[src/hw/rtl/tlb_lru_pkg.sv]
package tlb_lru_pkg;

   // action codes carried on req_tuser
   localparam logic ACT_LOOKUP = 1'b0;
   localparam logic ACT_FILL   = 1'b1;

   // per-beat command broadcast to every cell
   typedef struct packed {
      logic lookup;
      logic fill;
   } tlb_lru_cmd_type;

endpackage

[src/hw/rtl/tlb_lru_cell.sv]
module tlb_lru_cell
   import tlb_lru_pkg::*;
#(
   parameter int ENTRIES    = 4,
   parameter int TAG_BITS   = 19,
   parameter int FRAME_BITS = 19,
   parameter int RANK_BITS  = 2,
   parameter int INDEX      = 0
) (
   input  logic                  clock,
   input  logic                  reset,
   input  tlb_lru_cmd_type       cmd,
   input  logic [TAG_BITS-1:0]   tag,
   input  logic [FRAME_BITS-1:0] fill_frame,
   input  logic                  update,
   input  logic [RANK_BITS-1:0]  win_rank,
   input  logic                  taken_up,
   input  logic [RANK_BITS-1:0]  slot_up,
   input  logic [FRAME_BITS-1:0] frame_up,
   input  logic [RANK_BITS-1:0]  rank_up,
   output logic                  taken_out,
   output logic [RANK_BITS-1:0]  slot_out,
   output logic [FRAME_BITS-1:0] frame_out,
   output logic [RANK_BITS-1:0]  rank_out
);

   localparam logic [RANK_BITS-1:0] TopRank = RANK_BITS'(ENTRIES - 1);

   logic [TAG_BITS-1:0]   tag_ff,   tag_in;
   logic [FRAME_BITS-1:0] frame_ff, frame_in;
   logic                  valid_ff, valid_in;
   logic [RANK_BITS-1:0]  rank_ff,  rank_in;
   logic                  cond;
   logic                  win;

   // lookup matches a valid tag, fill picks the least recently used entry
   always_comb begin
      cond = (cmd.lookup & valid_ff & (tag_ff == tag)) |
             (cmd.fill & (rank_ff == '0));
      win  = cond & ~taken_up;
   end

   // lowest-numbered winner claims the chain
   always_comb begin
      taken_out = taken_up | cond;
      slot_out  = win ? RANK_BITS'(INDEX) : slot_up;
      frame_out = win ? (cmd.fill ? fill_frame : frame_ff) : frame_up;
      rank_out  = win ? rank_ff : rank_up;
   end

   always_comb begin
      tag_in   = tag_ff;
      frame_in = frame_ff;
      valid_in = valid_ff;
      rank_in  = rank_ff;
      if (update) begin
         if (win) begin
            rank_in = TopRank;
         end else if (rank_ff > win_rank) begin
            rank_in = rank_ff - RANK_BITS'(1);
         end
         if (win && cmd.fill) begin
            tag_in   = tag;
            frame_in = fill_frame;
            valid_in = 1'b1;
         end
      end
   end

   always_ff @(posedge clock) begin
      if (reset) begin
         valid_ff <= 1'b0;
         rank_ff  <= RANK_BITS'(INDEX);
      end else begin
         valid_ff <= valid_in;
         rank_ff  <= rank_in;
      end
   end

   always_ff @(posedge clock) begin
      tag_ff   <= tag_in;
      frame_ff <= frame_in;
   end

endmodule

[src/hw/rtl/tlb_lru_lookup_fill.sv]
// channel | direction | handshake             | tuser  | tdata (low bit up)
// req_    | in        | req_tvalid/req_tready | action | tag, fill_frame
// rsp_    | out       | rsp_tvalid/rsp_tready | hit    | frame, slot
//
// each beat is resolved combinationally: the compare result ripples through the
// row of entry cells and the ranks update at the same edge the result is registered.
// one beat per cycle while rsp_tready stays high; a stalled result holds the
// input off only until it is taken.
// reset clears all valid bits and sets each entry's rank to its index.
module tlb_lru_lookup_fill
   import tlb_lru_pkg::*;
#(
   parameter int ENTRIES    = 4,
   parameter int TAG_BITS   = 19,
   parameter int FRAME_BITS = 19,
   localparam int SLOT_BITS = $clog2(ENTRIES),
   localparam int REQ_BITS  = ((TAG_BITS + FRAME_BITS + 7) / 8) * 8,
   localparam int RSP_BITS  = ((FRAME_BITS + SLOT_BITS + 7) / 8) * 8
) (
   input  logic                clock,
   input  logic                reset,
   input  logic                req_tvalid,
   output logic                req_tready,
   input  logic [REQ_BITS-1:0] req_tdata,  // tag, fill_frame, zero pad
   input  logic                req_tuser,  // action
   output logic                rsp_tvalid,
   input  logic                rsp_tready,
   output logic [RSP_BITS-1:0] rsp_tdata,  // frame, slot, zero pad
   output logic                rsp_tuser   // hit
);

   logic                  accept;
   tlb_lru_cmd_type       cmd;
   logic [TAG_BITS-1:0]   req_tag;
   logic [FRAME_BITS-1:0] req_frame;
   logic                  upd;

   logic                  chain_taken [ENTRIES+1];
   logic [SLOT_BITS-1:0]  chain_slot  [ENTRIES+1];
   logic [FRAME_BITS-1:0] chain_frame [ENTRIES+1];
   logic [SLOT_BITS-1:0]  chain_rank  [ENTRIES+1];

   logic                  rsp_valid_ff, rsp_valid_in;
   logic                  rsp_hit_ff,   rsp_hit_in;
   logic [FRAME_BITS-1:0] rsp_frame_ff, rsp_frame_in;
   logic [SLOT_BITS-1:0]  rsp_slot_ff,  rsp_slot_in;

   assign req_tready = ~rsp_valid_ff | rsp_tready;
   assign accept     = req_tvalid & req_tready;
   assign req_tag    = req_tdata[TAG_BITS-1:0];
   assign req_frame  = req_tdata[TAG_BITS +: FRAME_BITS];

   always_comb begin
      cmd.lookup = accept & (req_tuser == ACT_LOOKUP);
      cmd.fill   = accept & (req_tuser == ACT_FILL);
   end

   assign chain_taken[0] = 1'b0;
   assign chain_slot[0]  = '0;
   assign chain_frame[0] = '0;
   assign chain_rank[0]  = '0;

   // ranks move only when some cell won the chain
   assign upd = chain_taken[ENTRIES] & (cmd.lookup | cmd.fill);

   for (genvar k = 0; k < ENTRIES; k++) begin : g_cell
      tlb_lru_cell #(
         .ENTRIES    (ENTRIES),
         .TAG_BITS   (TAG_BITS),
         .FRAME_BITS (FRAME_BITS),
         .RANK_BITS  (SLOT_BITS),
         .INDEX      (k)
      ) u_cell (
         .clock      (clock),
         .reset      (reset),
         .cmd        (cmd),
         .tag        (req_tag),
         .fill_frame (req_frame),
         .update     (upd),
         .win_rank   (chain_rank[ENTRIES]),
         .taken_up   (chain_taken[k]),
         .slot_up    (chain_slot[k]),
         .frame_up   (chain_frame[k]),
         .rank_up    (chain_rank[k]),
         .taken_out  (chain_taken[k+1]),
         .slot_out   (chain_slot[k+1]),
         .frame_out  (chain_frame[k+1]),
         .rank_out   (chain_rank[k+1])
      );
   end

   always_comb begin
      rsp_valid_in = rsp_valid_ff;
      rsp_hit_in   = rsp_hit_ff;
      rsp_frame_in = rsp_frame_ff;
      rsp_slot_in  = rsp_slot_ff;
      if (rsp_valid_ff && rsp_tready) begin
         rsp_valid_in = 1'b0;
      end
      if (accept) begin
         rsp_valid_in = 1'b1;
         rsp_hit_in   = cmd.lookup & chain_taken[ENTRIES];
         if (cmd.fill) begin
            rsp_frame_in = req_frame;
            rsp_slot_in  = chain_slot[ENTRIES];
         end else begin
            rsp_frame_in = chain_frame[ENTRIES];
            rsp_slot_in  = chain_slot[ENTRIES];
         end
      end
   end

   always_ff @(posedge clock) begin
      if (reset) begin
         rsp_valid_ff <= 1'b0;
      end else begin
         rsp_valid_ff <= rsp_valid_in;
      end
   end

   always_ff @(posedge clock) begin
      rsp_hit_ff   <= rsp_hit_in;
      rsp_frame_ff <= rsp_frame_in;
      rsp_slot_ff  <= rsp_slot_in;
   end

   assign rsp_tvalid = rsp_valid_ff;
   assign rsp_tuser  = rsp_hit_ff;
   assign rsp_tdata  = RSP_BITS'({rsp_slot_ff, rsp_frame_ff});

endmodule
[config.mk]
export PLATFORM = sky130hd
export DESIGN_NAME = tlb_lru_lookup_fill
export DESIGN_NICKNAME = d
export VERILOG_FILES = /design/src/hw/rtl/tlb_lru_pkg.sv /design/src/hw/rtl/tlb_lru_cell.sv /design/src/hw/rtl/tlb_lru_lookup_fill.sv
export SDC_FILE = /design/constraint.sdc
export NUM_CORES = 1
export LEC_CHECK = 0
export ABC_AREA = 1
export BUFFER_PORTS_ARGS = -buffer_cell sky130_fd_sc_hd__buf_2
export CORE_ASPECT_RATIO = 0.7
export CORE_MARGIN = 5
export CORE_UTILIZATION = 55
export CTS_CLUSTER_DIAMETER = 100
export CTS_CLUSTER_SIZE = 12
export DETAILED_ROUTE_END_ITERATION = 8
export GPL_ROUTABILITY_DRIVEN = 1
export PLACE_DENSITY = 0.75
export SYNTH_ARGS = -nofsm -noshare
export SYNTH_HDL_FRONTEND = slang
export SYNTH_SLANG_ARGS = --single-unit
[constraint.sdc]
create_clock -name clock -period 3.9 [get_ports clock]
set_input_delay 0.39 -clock clock [delete_from_list [all_inputs] [get_ports clock]]
set_output_delay 0.39 -clock clock [all_outputs]
set_load 0.1 [all_outputs]
==> metrics.txt <==
status complete, no violations; gr ovfl total 0; DIE HEIGHT between 100 and 150 µm; Non-Filler Instances 1144; DR vias/cell between 5 and 6; largest net degree at the start of global routing 40; Core Footprint approximately 15000 µm²; leakage between 0.004 and 0.005 µW; CTS hold repair buffers 0; Worst Hold Class in -> reg; min-delay src req_tdata[27]; DIE AREA 18100 µm²; nets approximately 990; sum of negative setup slack 0 ns; Netlist Area Pre-Place around 8500 µm²; worst reg2reg startpoint rsp_tvalid; Clock Latency Late Sink 0.43 ns; critical path data arrival time approximately 3.7 ns; CP max-delay cell nor3_1; post-DP HPWL approximately 12000 µm; Synth cell types 29; synthesized area per cell 9.954 µm²; final period utilization between 80% and 90%; drt wl/cell ~16 µm; share of cells above drive strength 1 14.72%; Worst Setup SP rsp_tvalid; f_max 298.3 MHz; Worst Path Buf+Inv 2; Starting Density roughly 55%; Synth warnings 0; post-CTS setup repair buffer count 0; most used cell along the critical path nand2_1; Clock Pin Slew Worst Setup and Hold Paths about 0.07 ns; most common cell after layout, fill and taps aside nand2_1; final core utilization between 60% and 70%; Worst-Margin Slew between 0.8 and 0.9 ns; Max Slew Vio Count 0; initial antenna violation count 1; area of the multi-input gates 2470 µm²; Final Skew 0.009213 ns; Slew HR 39.97%; Seq/Total Area, Yosys between 60 and 70%; # H-tree levels 4; area grow syn2layout 13.17%; PostCTS Resize Cnt 0; Synth Register Bits approximately 190; CP Data Required Time between 4 and 5 ns; first-pass GRT wire length between 20000 and 30000 µm; RSZ-0062 raised after global routing false; Clock Tree Buf Depth 2; CTS tree yes; final WL roughly 18000 µm; CP max stage delay ~0.50 ns; pre-CTS setup slack 0.3403 ns; GP Congestion 0.8309; Final setup viols 0; via count about 6000; Fillers around 1200; global router's overall resource usage a little over a fifth; Routed Antenna Nets 0; vias in the first global route between 5000 and 6000; Total Power 4812 µW; clk sink count 187; minimum clock period between 3 and 4 ns; crit-path cells nand2_2 > nand2_2 > nor2_2 > nand2_1 > nor2_1 > nand3_2 > nand2_4 > inv_2 > nand2_2 > o22ai_1 > nor3_1 > ha_1 > inv_1 > nor2_1 > o21ai_0 > nand2_1 > nand2_1 > nand2_1 > a21oi_1; Starting DRT DRC Count 625; Cells after Synth between 800 and 900; IR drop worst, VDD about 0.26 mV; most frequent cells in the layout nand2_1, edfxtp_1, inv_1; Seq. cell area ~5500 µm²; Final Hold Fails 0; Root Driver clkbuf_16; IO Port Bufs 66; Power Density approximately 500 nW/µm²; CP Class reg -> reg; Die W ~160 µm; Cells after DPL 1112; # DRC 0; worst setup margin around 0.55 ns; # IOs a little over 70; critical path capture point type flop; diode count 0; DRT Pass-1 Iters 7; num rows 38; Max FO, Critical Path 22; Worst path top cell family by delay simple AND/OR/NAND/NOR gates; max_cap viols 0; number of buffers created by CTS 17; startpoint type of the worst setup path flop
sequential cells by signal, summed over array words and instances, names as in the netlist:
signal / count
rsp_tuser: 1
rsp_frame_ff: 19
rsp_tvalid: 1
g_cell.u_cell.valid_ff: 4
g_cell.u_cell.frame_ff: 76
rsp_slot_ff: 2
g_cell.u_cell.tag_ff: 76
g_cell.u_cell.rank_ff: 8
layer usage:
| metal | global-route usage, % | vias to the layer above | routed length (µm) |
|---|---|---|---|
| met5 | 0 | - | 13 |
| met3 | 5.402 | 21 | 1717 |
| met1 | 31.78 | 2798 | 8321 |
| li1 | - | 2952 | - |
| met2 | 31.29 | 245 | 7913 |
| met4 | 5.909 | 2 | 157 |
synth_stat cells:
| library cell | instances | area share (%) |
|---|---|---|
| a21oi_1 | 6 | 0.35 |
| clkbuf_1 | 4 | 0.18 |
| nor2_2 | 2 | 0.15 |
| inv_1 | 91 | 4.0 |
| nand2_4 | 2 | 0.26 |
| nor2_4 | 1 | 0.13 |
| buf_6 | 3 | 0.40 |
| nand2_2 | 4 | 0.29 |
| dfxtp_1 | 13 | 3.1 |
| buf_4 | 10 | 0.88 |
| nand2_1 | 282 | 12 |
| ha_1 | 12 | 1.8 |
| nor3_1 | 2 | 0.12 |
| o21ai_0 | 27 | 1.6 |
| or2_0 | 1 | 0.074 |
| o21ai_1 | 18 | 1.1 |
| o22ai_1 | 3 | 0.22 |
| xnor2_1 | 5 | 0.51 |
| inv_2 | 16 | 0.71 |
| nand3_1 | 55 | 3.2 |
| buf_2 | 9 | 0.53 |
| o21a_1 | 3 | 0.26 |
| conb_1 | 1 | 0.044 |
| nor2_1 | 78 | 3.4 |
| nand3_4 | 1 | 0.21 |
| edfxtp_1 | 174 | 61 |
| nand3_2 | 1 | 0.12 |
| xor2_1 | 10 | 1.0 |
| nand4_1 | 21 | 1.5 |
worst paths after layout:
kind / slack, ns / depth (start not counted) / endpoint
setup / recovery: 0.55 / 19 / g_cell[0].u_cell.rank_ff[0]
setup reg to reg: 0.55 / 19 / g_cell[0].u_cell.rank_ff[0]
hold reg to reg: 0.47 / 1 / g_cell[0].u_cell.valid_ff
hold / removal: 0.19 / 1 / g_cell[3].u_cell.frame_ff[8]
per-stage QoR:
| step | hold slack, ns | cell area, µm² |
|---|---|---|
| 6_report | 0.1892 | 9632 |
| 5_1_grt | 0.1704 | 9632 |
| 4_1_cts | 0.1725 | 9632 |
| 3_5_place_dp | 0.4552 | 9062 |
| 3_3_place_gp | 0.4497 | 9062 |
| 2_1_floorplan | 0.4205 | 8521 |
cells by family (layout without fill, tap and decap cells):
group	after synthesis	count (layout)	synth area share, %
XOR/XNOR	15	15	1.544
other	1	3	0.04406
flip-flops	187	187	64.45
AO/OA/AOI/OAI	57	57	3.484
buffers and inverters	133	220	6.704
AND/OR/NAND/NOR	450	450	22.01
adder cells (fa/ha/maj)	12	12	1.764
report_power, final:
group,leakage (µW),internal [µW],switching [µW]
clock,0.000272,893,764
sequential,0.00171,2310,41.7
combinational,0.00226,201,604
cell type report:
cell class,count,share of cell area (%)
timing repair buffer,81,4.729
clock inverter,14,1.455
tap,200,2.598
clock buffer,18,4.456
multi-input combinational,537,25.64
inverter,107,4.170
sequential,187,56.95
Power figures use the tool's default switching activity.
